$ cat config.mk
export PLATFORM = sky130hd
export DESIGN_NAME = swc_queue
export DESIGN_NICKNAME = d
export VERILOG_FILES = /design/src/rtl/swc_pkg.sv /design/src/rtl/swc_queue.sv
export SDC_FILE = /design/constraint.sdc
export NUM_CORES = 1
export LEC_CHECK = 0
export BUFFER_PORTS_ARGS = -buffer_cell sky130_fd_sc_hd__buf_4
export CAP_MARGIN = 20
export CORE_AREA = 4 4 150 152
export CTS_BUF_LIST = sky130_fd_sc_hd__clkbuf_8 sky130_fd_sc_hd__clkbuf_16
export DETAILED_ROUTE_END_ITERATION = 8
export DIE_AREA = 0 0 154 156
export GPL_ROUTABILITY_DRIVEN = 0
export SYNTH_ARGS = -nofsm -noshare
export SYNTH_HDL_FRONTEND = slang
export SYNTH_SLANG_ARGS = --single-unit
$ cat constraint.sdc
create_clock -name clk -period 2.35 [get_ports clk]
set_clock_uncertainty 0.05 [all_clocks]
set_input_delay 0.235 -clock clk [delete_from_list [all_inputs] [get_ports clk]]
set_output_delay 0.235 -clock clk [all_outputs]
set_load 0.02 [all_outputs]
$ cat src/rtl/swc_pkg.sv
// Shared types, constants and the heatmap table of the waterfall colourizer.
package swc_pkg;

  // Frame geometry and derived widths.
  localparam int BINS       = 512;
  localparam int BIN_W      = $clog2(BINS);
  localparam int CNT_W      = BIN_W + 1;
  localparam int CFG_BIN_W  = 10;
  localparam int CMP_W      = (CNT_W > CFG_BIN_W) ? CNT_W : CFG_BIN_W;
  localparam int PIX_W      = 9;
  localparam int MAG_W      = 16;
  localparam int LVL_W      = 17;
  localparam int CFG_IDX_W  = 3;
  localparam int CFG_DATA_W = 16;

  // Queue between the front and the back.
  localparam int Q_DEPTH = 4;
  localparam int Q_PTR_W = $clog2(Q_DEPTH);
  localparam int Q_CNT_W = Q_PTR_W + 1;

  // Arithmetic constants: 20 dB in Q8.8, reset levels, intensity limits.
  localparam logic signed [LVL_W-1:0] LOW_OFFSET    = 17'sd5120;
  localparam logic signed [LVL_W-1:0] LOW_RESET     = -17'sd5120;
  localparam logic signed [MAG_W-1:0] FLOOR_RESET   = -16'sd12800;
  localparam logic [15:0]             BETA_RESET    = 16'd62259;
  localparam logic [16:0]             BETA_ONE      = 17'd65536;
  localparam logic [7:0]              INT_MAX       = 8'd255;
  localparam logic [7:0]              BLUE_KNEE     = 8'd127;
  localparam int                      DIV_STEPS     = 8;

  // Configuration register indexes.
  typedef enum logic [CFG_IDX_W-1:0] {
    CFG_COLOUR_MODE = 3'd0,
    CFG_BETA        = 3'd1,
    CFG_PEAK_LOW    = 3'd2,
    CFG_PEAK_HIGH   = 3'd3,
    CFG_ROW_WIDTH   = 3'd4,
    CFG_PEAK_FLOOR  = 3'd5
  } cfg_reg_t;

  // Colour modes.
  typedef enum logic [1:0] {
    MODE_HEAT = 2'd0,
    MODE_GREY = 2'd1,
    MODE_BLUE = 2'd2
  } colour_mode_t;

  // Back-end sequencer states.
  typedef enum logic [2:0] {
    ST_IDLE,
    ST_PREP,
    ST_DIV,
    ST_COLOUR,
    ST_MUL_OLD,
    ST_MUL_NEW,
    ST_SUM
  } back_state_t;

  // Payload of the input and result channels.
  typedef struct packed {
    logic signed [MAG_W-1:0] magnitude;
    logic                    frame_end;
  } swc_in_t;

  typedef struct packed {
    logic [PIX_W-1:0] pixel_index;
    logic [7:0]       red;
    logic [7:0]       green;
    logic [7:0]       blue;
    logic             row_end;
  } swc_out_t;

  // Configuration register file.
  typedef struct packed {
    logic [1:0]              colour_mode;
    logic [15:0]             beta;
    logic [CFG_BIN_W-1:0]    peak_low_bin;
    logic [CFG_BIN_W-1:0]    peak_high_bin;
    logic [CFG_BIN_W-1:0]    row_width;
    logic signed [MAG_W-1:0] peak_floor;
  } swc_cfg_t;

  // One classified bin handed from the front to the back.
  typedef struct packed {
    logic signed [MAG_W-1:0] mag;
    logic [BIN_W-1:0]        idx;
    logic                    row_end;
    logic                    emit;
    logic                    last;
    logic signed [MAG_W-1:0] peak;
  } swc_entry_t;

  // Heatmap table: 256 entries of {red, green, blue}.
  typedef logic [255:0][23:0] heat_lut_t;

  function automatic heat_lut_t heat_build();
    heat_lut_t lut;
    int r;
    int g;
    int b;
    for (int i = 0; i < 256; i++) begin
      b = 0;
      g = 0;
      r = 0;
      if (i <= 51) begin
        b = 5 * i;
      end else if (i <= 178) begin
        b = 357 - 2 * i;
      end
      if (i >= 51 && i <= 153) begin
        g = (5 * (i - 51)) / 2;
      end else if (i >= 154 && i <= 229) begin
        g = (765 - 10 * (i - 153)) / 3;
      end
      if (i >= 128) begin
        r = 2 * i - 255;
      end
      lut[i] = {8'(r), 8'(g), 8'(b)};
    end
    return lut;
  endfunction

  localparam heat_lut_t HEAT_LUT = heat_build();

endpackage

$ cat src/rtl/swc_queue.sv
// Short first-in first-out queue of classified bins between front and back.
module swc_queue (
  input  logic                clk,
  input  logic                rst_n,
  input  logic                push,
  input  swc_pkg::swc_entry_t push_data,
  input  logic                pop,
  output swc_pkg::swc_entry_t pop_data,
  output logic                full,
  output logic                empty
);
  import swc_pkg::*;

  swc_entry_t           entries_r [Q_DEPTH];
  logic [Q_PTR_W-1:0]   wr_ptr_r;
  logic [Q_PTR_W-1:0]   wr_ptr_nxt;
  logic [Q_PTR_W-1:0]   rd_ptr_r;
  logic [Q_PTR_W-1:0]   rd_ptr_nxt;
  logic [Q_CNT_W-1:0]   count_r;
  logic [Q_CNT_W-1:0]   count_nxt;

  // Status and next pointer values.
  always_comb begin
    full       = (count_r == Q_CNT_W'(Q_DEPTH));
    empty      = (count_r == '0);
    wr_ptr_nxt = push ? wr_ptr_r + 1'b1 : wr_ptr_r;
    rd_ptr_nxt = pop ? rd_ptr_r + 1'b1 : rd_ptr_r;
    count_nxt  = count_r;
    if (push && !pop) begin
      count_nxt = count_r + 1'b1;
    end else if (pop && !push) begin
      count_nxt = count_r - 1'b1;
    end
  end

  // Control registers.
  always_ff @(posedge clk) begin
    if (!rst_n) begin
      wr_ptr_r <= '0;
      rd_ptr_r <= '0;
      count_r  <= '0;
    end else begin
      wr_ptr_r <= wr_ptr_nxt;
      rd_ptr_r <= rd_ptr_nxt;
      count_r  <= count_nxt;
    end
  end

  // Entry storage needs no reset.
  always_ff @(posedge clk) begin
    if (push) begin
      entries_r[wr_ptr_r] <= push_data;
    end
  end

  assign pop_data = entries_r[rd_ptr_r];

endmodule

# [After elaboration in Yosys (flattened, before gate mapping)]
# Memories as Yosys holds them, arrays and structs flattened. A register that Yosys moved wholly into a read port is not among the register bits.
# Index checks and enable logic that the tools add are counted.
[totals] regBits=7 latchBits=0 ramBits=176 romBits=0 inputBits=48 output_inout_bits=46 wordCells=21 memories=1
[classes] addsub=4 multipliers=0 div=0 order_cmp=0 n_eq_ne=1 n_shift=0 mux=6 n_bitwise=0 n_reduce_logical=6
[memory_table] memory="entries_r" words=4 width=44 rd=1 rd_clocked_by_memory_dff=1 wr=1 line_no="swc_queue.sv:14" source="swc_entry_t entries_r [Q_DEPTH];"
[ops] op="two-way mux 3 bit" n=2
[ops] op="adder 2 x 1 -> 2 bit (second input constant)" n=2
[ops] op="two-way mux 2 bit" n=2
[ops] op="adder 3 x 1 -> 3 bit (second input constant)" n=1
[ops] op="equality test 3 bit (second input constant)" n=1
[ops] op="zero test 3 bit" n=1
[ops] op="subtractor 3 x 1 -> 3 bit (second input constant)" n=1
[ops] op="logical AND 1 bit" n=2
[ops] op="zero test 1 bit" n=2
[ops] op="two-way mux 1 bit" n=2
[ops] op="nonzero test 2 bit" n=1

# [Logic depth before layout (Yosys ltp)]
# Gate-level depths: netlist (run 1).
[logic_depth] word_depth=4 mapped_depth=7 depth_no_buf=7

# [Worst setup path after synthesis (run 1)]
# Ideal clock, no wire load.
[synth_timing] kind="flip-flop to flip-flop" start="register wr_ptr_r[0]" end="memory entries_r[2][0] (netlist name), enable pin" setup_ps=406 arrival_ps=1599 t_required_ps=1894 setup_slack_ps=296 stages_incl_launch_ff=4 n_path_buf=0 synth_period_minus_slack_ps=2054 cell_sequence="dfxtp_1 > inv_1 > ha_1 > and2_1"
[synth_lines] item="start, declared" line_no="swc_queue.sv:15" source="logic [Q_PTR_W-1:0] wr_ptr_r;"
[synth_lines] item="start signal, assigned" line_no="swc_queue.sv:43" source="wr_ptr_r <= wr_ptr_nxt;"
[synth_lines] item="end, declared" line_no="swc_queue.sv:14"
# No word-level cell before the write port.

==> flow_summary.toml, run 1 <==
[layout]
area_growth_pct = 30.8
final_core_util_pct = 42.6
drive_gt1_share_pct = 39.8
fin_nets = 486
fin_cells = 722

[route]
ant_nets = 0
first_pass_iters = 4
via_per_inst = 4.45
drt_wl_total_mm = 12.9
num_vias = 3210
drt_iter0_markers = 222
drc = 0
wire_per_inst_um = 17.9

[die]
core_area_mm2 = 0.0210
fp.dieArea_mm2 = 0.0240
die_w_um = 154
start_util_pct = 32.6
rows = 53
fp.dieH_um = 156
ios = 94

[worst_setup_path]
arrival_ns = 1.85
critPathBufInv = 2
crit_chain = "buf_8, mux4_2, buf_4"
crit_path_end_kind = "output port"
cp_top_family = "multiplexers"
criticalPathCategory = "reg -> out"
cp.required_ns = 2.07
cp_slowest_cell = "mux4_2"
max_stage_delay_ns = 0.53
crit_path_start_kind = "flop"
crit_fanout = 12

[grt]
first_global_vias = 3611
grt_util_met3_pct = 2.75
use_met2_pct = 18.4
grt-ovfl-total = 0
grt.busiest_layer = "met2"
grt_max_degree = 45
grt_use_total_pct = 11.0
grt_pass1_wl_mm = 20.0
antenna_found_initial = 2
grt_use_met1_pct = 14.1

[sta]
tightest_slew_ns = 0.580
post-route-period-util_pct = 90.9
relSlewSlack_pct = 61.3
clock.fmax_mhz = 468
fin_crit_ns = 2.14
finalSetupTns_ns = 0
rsz0062_at_grt = "no"
setup-violations-final = 0
hold_viol_final = 0
drv_slew = 0

[yosys]
ys_seq_area_share_pct = 79.8
ys_warn_count = 0
synthDistinctLibCells = 22
syn_area_mm2 = 0.00685
syn_avg_cell_area_um2 = 25.1
synth_seq_cells = 185
synthCells = 273
syn_nets = 327

[power_and_ir_drop]
peakVddDrop_uv = 427
leakagePower_nw = 3.07
finalPower_mw = 7.41
p_per_area_mw_per_mm2 = 827

[cts]
clk_latency_ns = 0.41
clk_path_buf_depth = 2
cts_tree = "yes"
htreeDepth = 4
post_cts_resized = 0
cts_sinks = 185
clk_pin_slew_ns = 0.06
root_buffer = "clkbuf_16"
cts_made_buffers = 17

[hold_path]
hp-class = "in -> reg"

[run_status]
status = "completed"

[job]
cap_violations = 0

[placement]
dpl.cell_count = 643
port_buffers = 93
dp_hpwl_mm = 7.76
cells by family (layout without fill, tap and decap cells):
kind of cell,count (synthesis),after routing,share of synthesized area [%]
simple gates,15,15,1.33
xor+xnor,5,5,0.639
buf+inv,14,186,1.92
mux,46,46,15.0
fa+ha+maj,6,6,1.21
flops,185,185,79.8
other cells,0,2,0
compound gates,2,2,0.183
layer usage:
metal | wire length [um] | vias to the layer above
met5 | 0 | -
met4 | 151 | 0
met3 | 538 | 10
met2 | 6490 | 64
met1 | 5710 | 1667
li1 | - | 1469
synthesized netlist by cell type:
master,number,area (um^2)
buf_2,4,20.0
nand2_1,1,3.75
clkbuf_2,1,5.00
dfxtp_1,9,180
nor2b_1,2,12.5
buf_6,1,11.3
or3_1,1,6.26
inv_1,4,15.0
o21ai_0,1,5.00
xnor2_1,2,17.5
fa_1,1,20.0
edfxtp_1,176,5290
mux2i_1,2,20.0
ha_1,5,62.6
mux4_1,4,105
mux4_2,40,901
nor3b_1,1,7.51
nor3_1,1,5.00
xor2_1,3,26.3
a21boi_0,1,7.51
buf_12,4,80.1
and2_1,9,56.3
where the power goes:
part | switching [mW] | internal [mW] | total, mW
clock | 1.15 | 1.44 | 2.59
sequential | 0.0557 | 3.78 | 3.84
combinational | 0.489 | 0.493 | 0.982
total | 1.70 | 5.72 | 7.41
worst paths after layout:
check	depth (start not counted)	to	slack [ns]	from
worst max-delay path	3	pop_data[23]	0.21	flop
worst min-delay path	2	wr_ptr_r[0]$_SDFFE_PN0P_	0.03	rst_n
worst max register to register	4	entries_r[2][18]$_DFFE_PP_	0.66	wr_ptr_r[0]$_SDFFE_PN0P_
worst min register to register	2	wr_ptr_r[1]$_SDFFE_PN0P_	0.51	wr_ptr_r[1]$_SDFFE_PN0P_
cells in the final DEF (no fill, tap or decap), types with 5 or more instances in the layout:
cell type,netlist,routed
edfxtp_1,176,176
dlygate4sd3_1,0,44
buf_12,4,7
mux4_2,40,40
buf_4,0,98
ha_1,5,5
dfxtp_1,9,7
inv_1,4,7
clkbuf_16,0,17
and2_1,9,5
flip-flops by register name, summed over array words and instances (netlist names), named ones only:
register,count
wr_ptr_r,2
entries_r,176
count_r,3
rd_ptr_r,2
stage by stage:
step	hold WS, ns	setup WS [ns]	area (um^2)
after floorplan	0.284	0.296	6850
after global placement	0.384	0.466	7970
after detailed placement	0.388	0.456	7970
after CTS	0.00824	0.151	8960
after global routing	0.0149	0.129	8960
final	0.0335	0.214	8960
timing repair:
item	CTS	global route
hold buffers	44	0
setup buffers	1	0
hold endpoints to repair	176	0
setup endpoints to repair	5	0
cell type report:
cell class | count | area, um^2
tap | 275 | 344
clock buffer | 17 | 425
inverter | 4 | 15.0
antenna | 2 | 5.00
timing repair buffer | 150 | 1330
sequential | 185 | 5470
fill | 1848 | 12100
multi-input combinational | 74 | 1260
clock inverter | 15 | 113
No activity file was read; power rests on OpenSTA's default activity.
==> run 2, diff against run 1 <==
--- a/config.mk
+++ b/config.mk
@@ -5,13 +5,15 @@
 export SDC_FILE = /design/constraint.sdc
 export NUM_CORES = 1
 export LEC_CHECK = 0
+export ABC_AREA = 1
 export BUFFER_PORTS_ARGS = -buffer_cell sky130_fd_sc_hd__buf_4
 export CAP_MARGIN = 20
-export CORE_AREA = 4 4 150 152
+export CORE_AREA = 4 4 152 154
 export CTS_BUF_LIST = sky130_fd_sc_hd__clkbuf_8 sky130_fd_sc_hd__clkbuf_16
 export DETAILED_ROUTE_END_ITERATION = 8
-export DIE_AREA = 0 0 154 156
+export DIE_AREA = 0 0 156 158
 export GPL_ROUTABILITY_DRIVEN = 0
+export SKIP_LAST_GASP = 1
 export SYNTH_ARGS = -nofsm -noshare
 export SYNTH_HDL_FRONTEND = slang
 export SYNTH_SLANG_ARGS = --single-unit
==> flow_summary.toml, run 2 <==
[yosys]
syn_nets = 537
synth_seq_cells = 185
synthFlopType = "edfxtp_1"
synthArstFlopShare_pct = 0
synth_top_area_cell = "edfxtp_1"
synthTopCellsByArea = "edfxtp_1 75%, o21ai_0 6.2%, nor2_1 4.4%"
ys_seq_area_share_pct = 77.5
yosys.area.top_type_share_pct = 75.0
synthDistinctLibCells = 23
syn_avg_cell_area_um2 = 14.6
synthCells = 483
synth-edff-count = 176
syn_area_mm2 = 0.00705
yosysMostFrequentCell = "edfxtp_1"
ys_warn_count = 0
synthTopCellsByCount = "176 x edfxtp_1, 87 x o21ai_0, 83 x nor2_1"

[sta]
post-route-period-util_pct = 92.9
drv_slew = 0
clock.fmax_mhz = 458
tightest_slew_ns = 0.437
relSlewSlack_pct = 70.9
fin_crit_ns = 2.18
finalSetupTns_ns = 0
rsz0062_at_grt = "no"
setup-violations-final = 0
hold_viol_final = 0

[grt]
grt-ovfl-total = 0
first_global_vias = 4558
grt_pass1_wl_mm = 24.3
grt_max_degree = 47
grt_use_total_pct = 12.9
antenna_found_initial = 0

[cts]
cts_sinks = 185
clk_pin_slew_ns = 0.07
cts_tree = "yes"
root_buffer = "clkbuf_16"
clk_latency_ns = 0.42
clk_path_buf_depth = 2
htreeDepth = 4
cts_made_buffers = 17

[layout]
layout_commonest_cell = "edfxtp_1"
diodes = 0
largest_reg_flops = 176
fin_area_mm2 = 0.00909
regMostFlops = "entries_r"
final_core_util_pct = 41.9
area_growth_pct = 28.9
fin_cells = 919
largestRegisters = "entries_r: 176 flops, count_r: 3 flops"
layout_common_cells = "176 x edfxtp_1, 101 x buf_4, 87 x o21ai_0, 83 x nor2_1, 44 x dlygate4sd3_1"
fin_nets = 680
drive_gt1_share_pct = 26.1

[worst_setup_path]
cp.required_ns = 2.07
r2r-start = "wr_ptr_r[1]$_SDFFE_PN0P_"
max_stage_delay_ns = 0.43
worst-r2r-cell-count = 5
crit_path_start_kind = "flop"
rr_endpoint = "entries_r[1][7]$_DFFE_PP_"
critical_path.most_common_cell = "buf_4"
r2r_slack_ns = 0.88
cp_top_family = "buffers and inverters"
crit_fanout = 20
criticalPathCategory = "reg -> out"
critPathBufInv = 3
cp_slowest_cell = "dfxtp_4"
crit_chain = "inv_2, buf_4, o21ai_0, o22ai_1, buf_4"
arrival_ns = 1.90
crit_path_end_kind = "output port"

[hold_path]
hp-class = "in -> reg"
hold_end = "count_r[2]$_SDFFE_PN0P_"
min_from = "rst_n"
hold_depth = 3

[route]
num_vias = 4379
first_pass_iters = 6
wire_per_inst_um = 17.1
drc = 0
drt_wl_total_mm = 15.8
ant_nets = 0
drt_iter0_markers = 229
via_per_inst = 4.76

[placement]
dp_hpwl_mm = 9.20
place_area_mm2 = 0.00808
port_buffers = 93
dpl.cell_count = 842

[job]
cap_violations = 0

[die]
ios = 94
fp.dieArea_mm2 = 0.0246
core_area_mm2 = 0.0217
start_util_pct = 32.5
rows = 54
die_w_um = 156
fp.dieH_um = 158

[power_and_ir_drop]
peakVddDrop_uv = 456
leakagePower_nw = 3.23
p_per_area_mw_per_mm2 = 814

[run_status]
status = "completed"
## run 2: cell count changes after synthesis, sizes merged, moves of 13 or more
cell   change
o22ai     +44
mux4      -44
buf       +15
o21ai     +93
inv       +13
nor2      +93
## run 2: worst min-delay path, stage by stage
cell	delay (ns)
buf_4	0.14
nand2_1	0.07
nor2_1	0.04
## run 2: kinds of logic (layout without fill, tap and decap cells)
group,after synthesis,in the layout,share of synthesized area [%]
fa+ha+maj,6,6,1.17
flops,185,185,77.5
buf+inv,44,200,3.48
compound gates,142,142,11.7
simple gates,106,106,6.09
## run 2: cell type report
class                           instances  area [um^2]
Clock buffer                           17          425
Clock inverter                         15          126
Fill cell                            1962        12600
Inverter                               17         68.8
Multi-Input combinational cell        254         1340
Sequential cell                       185         5470
Tap cell                              280          350
Timing Repair Buffer                  151         1310
## run 2: worst max-delay path by stage
stage                                  start  slack [ns]  depth (start not counted)                        end
floorplan           wr_ptr_r[0]$_SDFFE_PN0P_        0.45                          4  entries_r[2][0]$_DFFE_PP_
global placement                        flop        0.43                          4               pop_data[28]
detailed placement                      flop        0.40                          4               pop_data[39]
CTS                                     flop        0.05                          5               pop_data[28]
global route                            flop       0.006                          5               pop_data[39]
finish                                  flop        0.17                          5               pop_data[20]
## run 2: routing by layer
metal  vias up  wire, um  GRT usage (%)
met1      2202      6740           15.1
li1       2087         -              -
met3        12       732           3.94
met2        78      8160           23.2
met5         -         0              0
met4         0       125           3.25
## run 2: power by group
| group | internal [mW] | leakage [nW] | switching (mW) | total [mW] |
|---|---|---|---|---|
| clock network | 1.39 | 0.270 | 1.26 | 2.66 |
| registers | 3.76 | 1.69 | 0.0532 | 3.81 |
| logic | 0.376 | 1.26 | 0.551 | 0.927 |
| total | 5.53 | 3.23 | 1.87 | 7.40 |
## run 2: what timing repair did
item                                    in CTS  in global routing
buffers inserted                             0                  1
pin swaps                                    0                  0
endpoints found under the setup margin      15                 15
hold endpoints to repair                   176                  0
hold buffers                                44                  0
gates resized for setup                      2                  0
## run 2: per-stage QoR
step                hold slack, ns  setup WS (ns)  power [mW]
detailed placement           0.382          0.398        4.76
global placement             0.371          0.429        4.73
floorplan                    0.284          0.451        4.35
global route                0.0295        0.00622        7.73
CTS                         0.0223         0.0504        7.49
finish                      0.0522          0.166        7.40
